`config.mk`:
```
export PLATFORM = sky130hd
export DESIGN_NAME = q248alu_div_step
export DESIGN_NICKNAME = d
export VERILOG_FILES = /design/src/sv/q248alu_pkg.sv /design/src/sv/q248alu_div_step.sv
export SDC_FILE = /design/constraint.sdc
export NUM_CORES = 1
export LEC_CHECK = 0
export BUFFER_PORTS_ARGS = -buffer_cell sky130_fd_sc_hd__buf_4
export CORE_MARGIN = 2
export CORE_UTILIZATION = 25
export DETAILED_ROUTE_END_ITERATION = 8
export SYNTH_ARGS = -nofsm -noshare
export SYNTH_HDL_FRONTEND = slang
export SYNTH_SLANG_ARGS = --single-unit
export TNS_END_PERCENT = 10
```
`constraint.sdc`:
```
create_clock -name vclk -period 8.55
set_clock_uncertainty 0.2 [all_clocks]
set_input_delay 1.71 -clock vclk [all_inputs]
set_output_delay 1.71 -clock vclk [all_outputs]
set_load 0.01 [all_outputs]
```
`src/sv/q248alu_pkg.sv`:
```
// ============================================================================
// q248alu_pkg - shared types and constants for the Q24.8 fixed-point ALU
// Word and fraction sizes, operation and status codes, saturation helper.
// ============================================================================
package q248alu_pkg;

  localparam int unsigned WordBits  = 32;
  localparam int unsigned FracBits  = 8;
  localparam int unsigned OpBits    = 4;
  localparam int unsigned StBits    = 2;

  // quotient of (|a| << FracBits) / |b| needs WordBits + FracBits bits
  localparam int unsigned QuotBits  = WordBits + FracBits;
  localparam int unsigned ProdBits  = 2 * WordBits;
  localparam int unsigned MagBits   = (ProdBits > QuotBits + 1) ? ProdBits : QuotBits + 1;

  // stream payload widths, rounded up to whole bytes
  localparam int unsigned InDataBits  = ((OpBits + 2 * WordBits + 7) / 8) * 8;
  localparam int unsigned OutDataBits = ((WordBits + 1 + StBits + 7) / 8) * 8;

  // stage 0 input register, stage 1 decode, one divide step per stage,
  // one rounding stage; the output register follows the last stage
  localparam int unsigned PipeLast  = QuotBits + 2;

  typedef logic [WordBits-1:0] word_t;

  localparam word_t MaxWord = {1'b0, {(WordBits - 1){1'b1}}};
  localparam word_t MinWord = {1'b1, {(WordBits - 1){1'b0}}};

  typedef enum logic [OpBits-1:0] {
    OP_ADD      = OpBits'(0),
    OP_SUB      = OpBits'(1),
    OP_MUL      = OpBits'(2),
    OP_DIV      = OpBits'(3),
    OP_INC      = OpBits'(4),
    OP_DEC      = OpBits'(5),
    OP_MIN      = OpBits'(6),
    OP_MAX      = OpBits'(7),
    OP_GT       = OpBits'(8),
    OP_LT       = OpBits'(9),
    OP_GE       = OpBits'(10),
    OP_LE       = OpBits'(11),
    OP_EQ       = OpBits'(12),
    OP_NE       = OpBits'(13),
    OP_FROM_INT = OpBits'(14),
    OP_TO_INT   = OpBits'(15)
  } alu_op_e;

  typedef enum logic [StBits-1:0] {
    ST_OK   = StBits'(0),
    ST_OVF  = StBits'(1),
    ST_DIV0 = StBits'(2)
  } status_e;

  typedef struct packed {
    word_t   res;
    logic    cmp;
    status_e st;
  } result_t;

  // sign plus magnitude into the word, saturating
  function automatic result_t sat_pack(logic neg, logic [MagBits-1:0] mag);
    result_t r;
    r.res = '0;
    r.cmp = 1'b0;
    r.st  = ST_OK;
    if (neg) begin
      if (mag > MagBits'(MinWord)) begin
        r.res = MinWord;
        r.st  = ST_OVF;
      end else begin
        r.res = word_t'(MagBits'(0) - mag);
      end
    end else begin
      if (mag > MagBits'(MaxWord)) begin
        r.res = MaxWord;
        r.st  = ST_OVF;
      end else begin
        r.res = mag[WordBits-1:0];
      end
    end
    return r;
  endfunction

endpackage

```
`src/sv/q248alu_div_step.sv`:
```
// ============================================================================
// q248alu_div_step - one restoring division step
// Shifts the next dividend bit into the remainder, trial-subtracts the
// divisor and shifts the quotient bit in at the bottom.
// ============================================================================
module q248alu_div_step (
  input  q248alu_pkg::word_t                    rem_i,
  input  logic [q248alu_pkg::QuotBits-1:0]      nq_i,   // dividend bits above, quotient below
  input  q248alu_pkg::word_t                    dvs_i,
  output q248alu_pkg::word_t                    rem_o,
  output logic [q248alu_pkg::QuotBits-1:0]      nq_o
);

  logic [q248alu_pkg::WordBits:0] trial;
  logic [q248alu_pkg::WordBits:0] diff;
  logic                           ge;

  // remainder stays below the divisor, so the new remainder never needs the top bit of trial kept
  assign trial = {rem_i, nq_i[q248alu_pkg::QuotBits-1]};
  assign diff  = trial - {1'b0, dvs_i};
  assign ge    = (trial >= {1'b0, dvs_i});
  assign rem_o = ge ? diff[q248alu_pkg::WordBits-1:0] : trial[q248alu_pkg::WordBits-1:0];
  assign nq_o  = {nq_i[q248alu_pkg::QuotBits-2:0], ge};

endmodule

```
# Word level (Yosys, flattened, before mapping)
# Cells that the tools add are included.
# op_classes
n_reduce_logical,0
div,0
add_sub_neg,1
eq_ne,0
bitwise,0
order_cmp,1
mux,1
multipliers,0
n_shift,0
# op_table
op,n
$ge 33x32->1,1
$mux 32,1
$sub 32x32->32,1
# totals
mem_bits_rw,0
word_cells,3
inputBits,104
n_memories,0
latchBits,0
romBits,0
ff_bits,0
out_inout_bits,72

# Logic depth before layout (Yosys ltp)
# depth
ltp_word,2
ltp_mapped,14
ltp_nobuf,11

# Least setup slack after synthesis
# No wires, ideal clock.
# synth_path
path_type,input port to output port
startpoint,input port dvs_i[7]
endpoint,output port rem_o[21]
path_slack_ns,2.526
cell_stages,13
arrival_ns,4.114
path_cell_list,inv_1 ha_1 a21oi_2 a211oi_1 or3_4 nor4b_4 o21ai_2 a31oi_4 o21a_4 inv_2 buf_6 buf_12 mux2_4
# synth_between
elab_chain_len,2
word_cells_on_any_way,3
# synth_rtl
item,line,rtl
from (decl),q248alu_div_step.sv:9,"input q248alu_pkg::word_t dvs_i,"
$ge 33x32->1,q248alu_div_step.sv:21,"assign ge = (trial >= {1'b0, dvs_i});"
named net ge,q248alu_div_step.sv:16,logic ge;
$mux 32,q248alu_div_step.sv:22,assign rem_o = ge ? diff[q248alu_pkg::WordBits-1:0] : trial[q248alu_pkg::WordBits-1:0];
to (decl),q248alu_div_step.sv:10,"output q248alu_pkg::word_t rem_o,"
# The timed path passes the listed nets, and every way through them passes these cells.

# Worst setup path in the final report
# layout_path
startpoint,input port rem_i[10]
endpoint,output port rem_o[20]
# layout_between
elab_chain_len,2
word_cells_on_any_way,3
# layout_rtl
item,line,rtl
from (decl),q248alu_div_step.sv:7,"input q248alu_pkg::word_t rem_i,"
$sub 32x32->32 or $ge 33x32->1 (tied branches),"q248alu_div_step.sv:20, q248alu_div_step.sv:21",
$mux 32 *,q248alu_div_step.sv:22,
# Every way passes the cells marked *; elsewhere a longest branch is shown, timed or not.

==> reports/qor.csv <==
stage,metric,value,unit
placed_design,dpl.hpwl,6190,um
sta,rsz0062_at_grt,false,
worst_setup_path,cp_max_fo,29,
grt,grt_pass1_wl,11900,um
cells_and_area,drive_gt1_frac,0.341,
pwr,p_comb_frac,1.000,
hold_path,min_path_type,in -> out,
route,drc,0,
worst_setup_path,end_kind,output port,
grt,grt_pass1_vias,2649,
synthesis,synth_common_cells,"buf_4, inv_1, ha_1",
sta,hold_viol_final,0,
status,status,"finished, final reports clean",
worst_setup_path,critPathBufInv,3,
route,drt_iter0_drc,75,
synthesis,synth_cell_types,51,
worst_setup_path,critPathRequiredTime,6640,ps
sta,max_freq,146,MHz
synthesis,synthesis.area,2630,um2
die,rows,37,
sta,slew_headroom,0.510,
synthesis,syn_area_per_cell,7.25,um2
pwr,seqPwrFrac,0,
synthesis,syn_inst,363,
synthesis,ys_seq_area_frac,0,
route,first_pass_iters,5,
pwr,p_int,0.000150,W
sta,setup_violations,0,
cells_and_area,synthToLayoutAreaGrowth,20.2,%
cells_and_area,nNetsFinal,547,
pwr,p_per_area,90.9,nW/um2
pwr,clockPowerShare,0,
sta,slew_violations,0,
worst_setup_path,crit_path_frequent_cell,buf_4,
job,drv_cap,0,
synthesis,syn-num-nets,500,
grt,grt_use_total,0.121,
die,dieArea,11400,um2
pwr,irDropWorstVdd,0.0311,mV
route,drtAntennaViolNets,0,
pwr,power_leakage,1.59,nW
worst_setup_path,slowest_stage,inv_2,
sta,fin_crit,6860,ps
sta,tightest_slew,734,ps
cells_and_area,nClkBuffers,0,
synthesis,yosysTopAreaCellShare,0.152,
grt,antenna_found_initial,0,
route,dr_total_vias,2596,
cells_and_area,antenna_cells,0,
cells_and_area,ff_latch_area,0,um2
route,routedWlPerCell,13.4,um
grt,gr-total-overflow,0,
synthesis,synth_area_leaders,"ha_1, buf_4, mux2_2",
route,wl,7290,um
sta,whs,3220,ps
worst_setup_path,critPathLaunchType,input port,
die,die_w,107,um
die,initial_core_util,0.256,
worst_setup_path,path_cells,buf_4 > ha_1 > nand4_1 > nor3_1 > o211ai_1 > nor4b_4 > o21ai_2 > a31oi_4 > o21a_4 > inv_2 > mux2_2 > buf_4,
synthesis,synth_top_area_cell,ha_1,
worst_setup_path,cp_top_family,compound AO/OA/AOI/OAI gates,
pwr,switchingPower,0.000137,W
clock_network,ctsResizeCount,0,
cells_and_area,seq_cells,0,
die,core,10300,um2
worst_setup_path,max_stage_delay,540,ps
sta,period_share,0.803,
worst_setup_path,criticalPathCategory,in -> out,
die,chipHeight,107,um
pwr,p_sw_frac,0.477,
placed_design,io_buffer_count,98,
synthesis,ys_warn_count,0,
placed_design,gp_congestion,0.810,
worst_setup_path,crit_arrival,4950,ps
grt,grt_max_degree,30,
sta,setup_tns,0,ps
clock_network,post_cts_buffers,0,
clock_network,holdBufCountCts,0,
die,ios,176,
route,viasPerCell,4.77,
cells by family after synthesis:
group                    synth area share
buffers and inverters               0.201
multiplexers                        0.148
AO/OA/AOI/OAI                       0.232
AND/OR/NAND/NOR                     0.172
XOR/XNOR                           0.0865
adder cells (fa/ha/maj)             0.160
worst paths after layout:
check / cells after the start / endpoint / from / slack (ps)
hold / removal: 0 / nq_o[10] / nq_i[9] / 3220
setup / recovery: 12 / rem_o[20] / rem_i[10] / 1690
stage by stage:
stage | instance area, um2 | setup WS (ps) | total power (W) | util | instances
3_3_place_gp | 3160 | 1710 | 0.000287 | 0.308 | 544
2_1_floorplan | 2630 | 2530 | 0.000204 | - | 363
4_1_cts | 3160 | 1660 | 0.000289 | 0.308 | 544
6_report | 3160 | 1690 | 0.000287 | 0.308 | 544
3_5_place_dp | 3160 | 1660 | 0.000288 | 0.308 | 544
5_1_grt | 3160 | 1410 | 0.000316 | 0.308 | 544
metal layers:
| layer | vias up | global-route usage | share of wire |
|---|---|---|---|
| met1 | 1187 | 0.159 | 0.46 |
| li1 | 1328 | - | - |
| met4 | 0 | 0.00835 | 0.0022 |
| met2 | 75 | 0.225 | 0.48 |
| met3 | 6 | 0.00912 | 0.057 |
| met5 | - | 0 | 0 |
final cells by class:
type                            count  area, um2
Fill cell                        1130       7120
Multi-Input combinational cell    269       2100
Timing Repair Buffer               98        736
Tap cell                          136        170
Inverter                           41        154
placed cells by master, fill, tap and decap left out, types with 5 or more instances in the layout:
cell and n:
a21o_1 9, a21oi_1 26, a31oi_1 5, buf_4 98, ha_1 32, inv_1 40
mux2_2 20, mux2_4 9, nand2_1 24, nand3_1 7, nand4_1 9, nor2_1 23
nor2b_1 6, nor3_1 6, o21ai_0 13, xnor2_1 18, xor2_1 8
power groups by stage:
stage	clock [W]	combinational (W)	sequential (W)
finish	0	0.000287	0
global route	0	0.000316	0
CTS	0	0.000289	0
detailed placement	0	0.000288	0
global placement	0	0.000287	0
floorplan	0	0.000204	0
(Power assumes the default switching activity.)
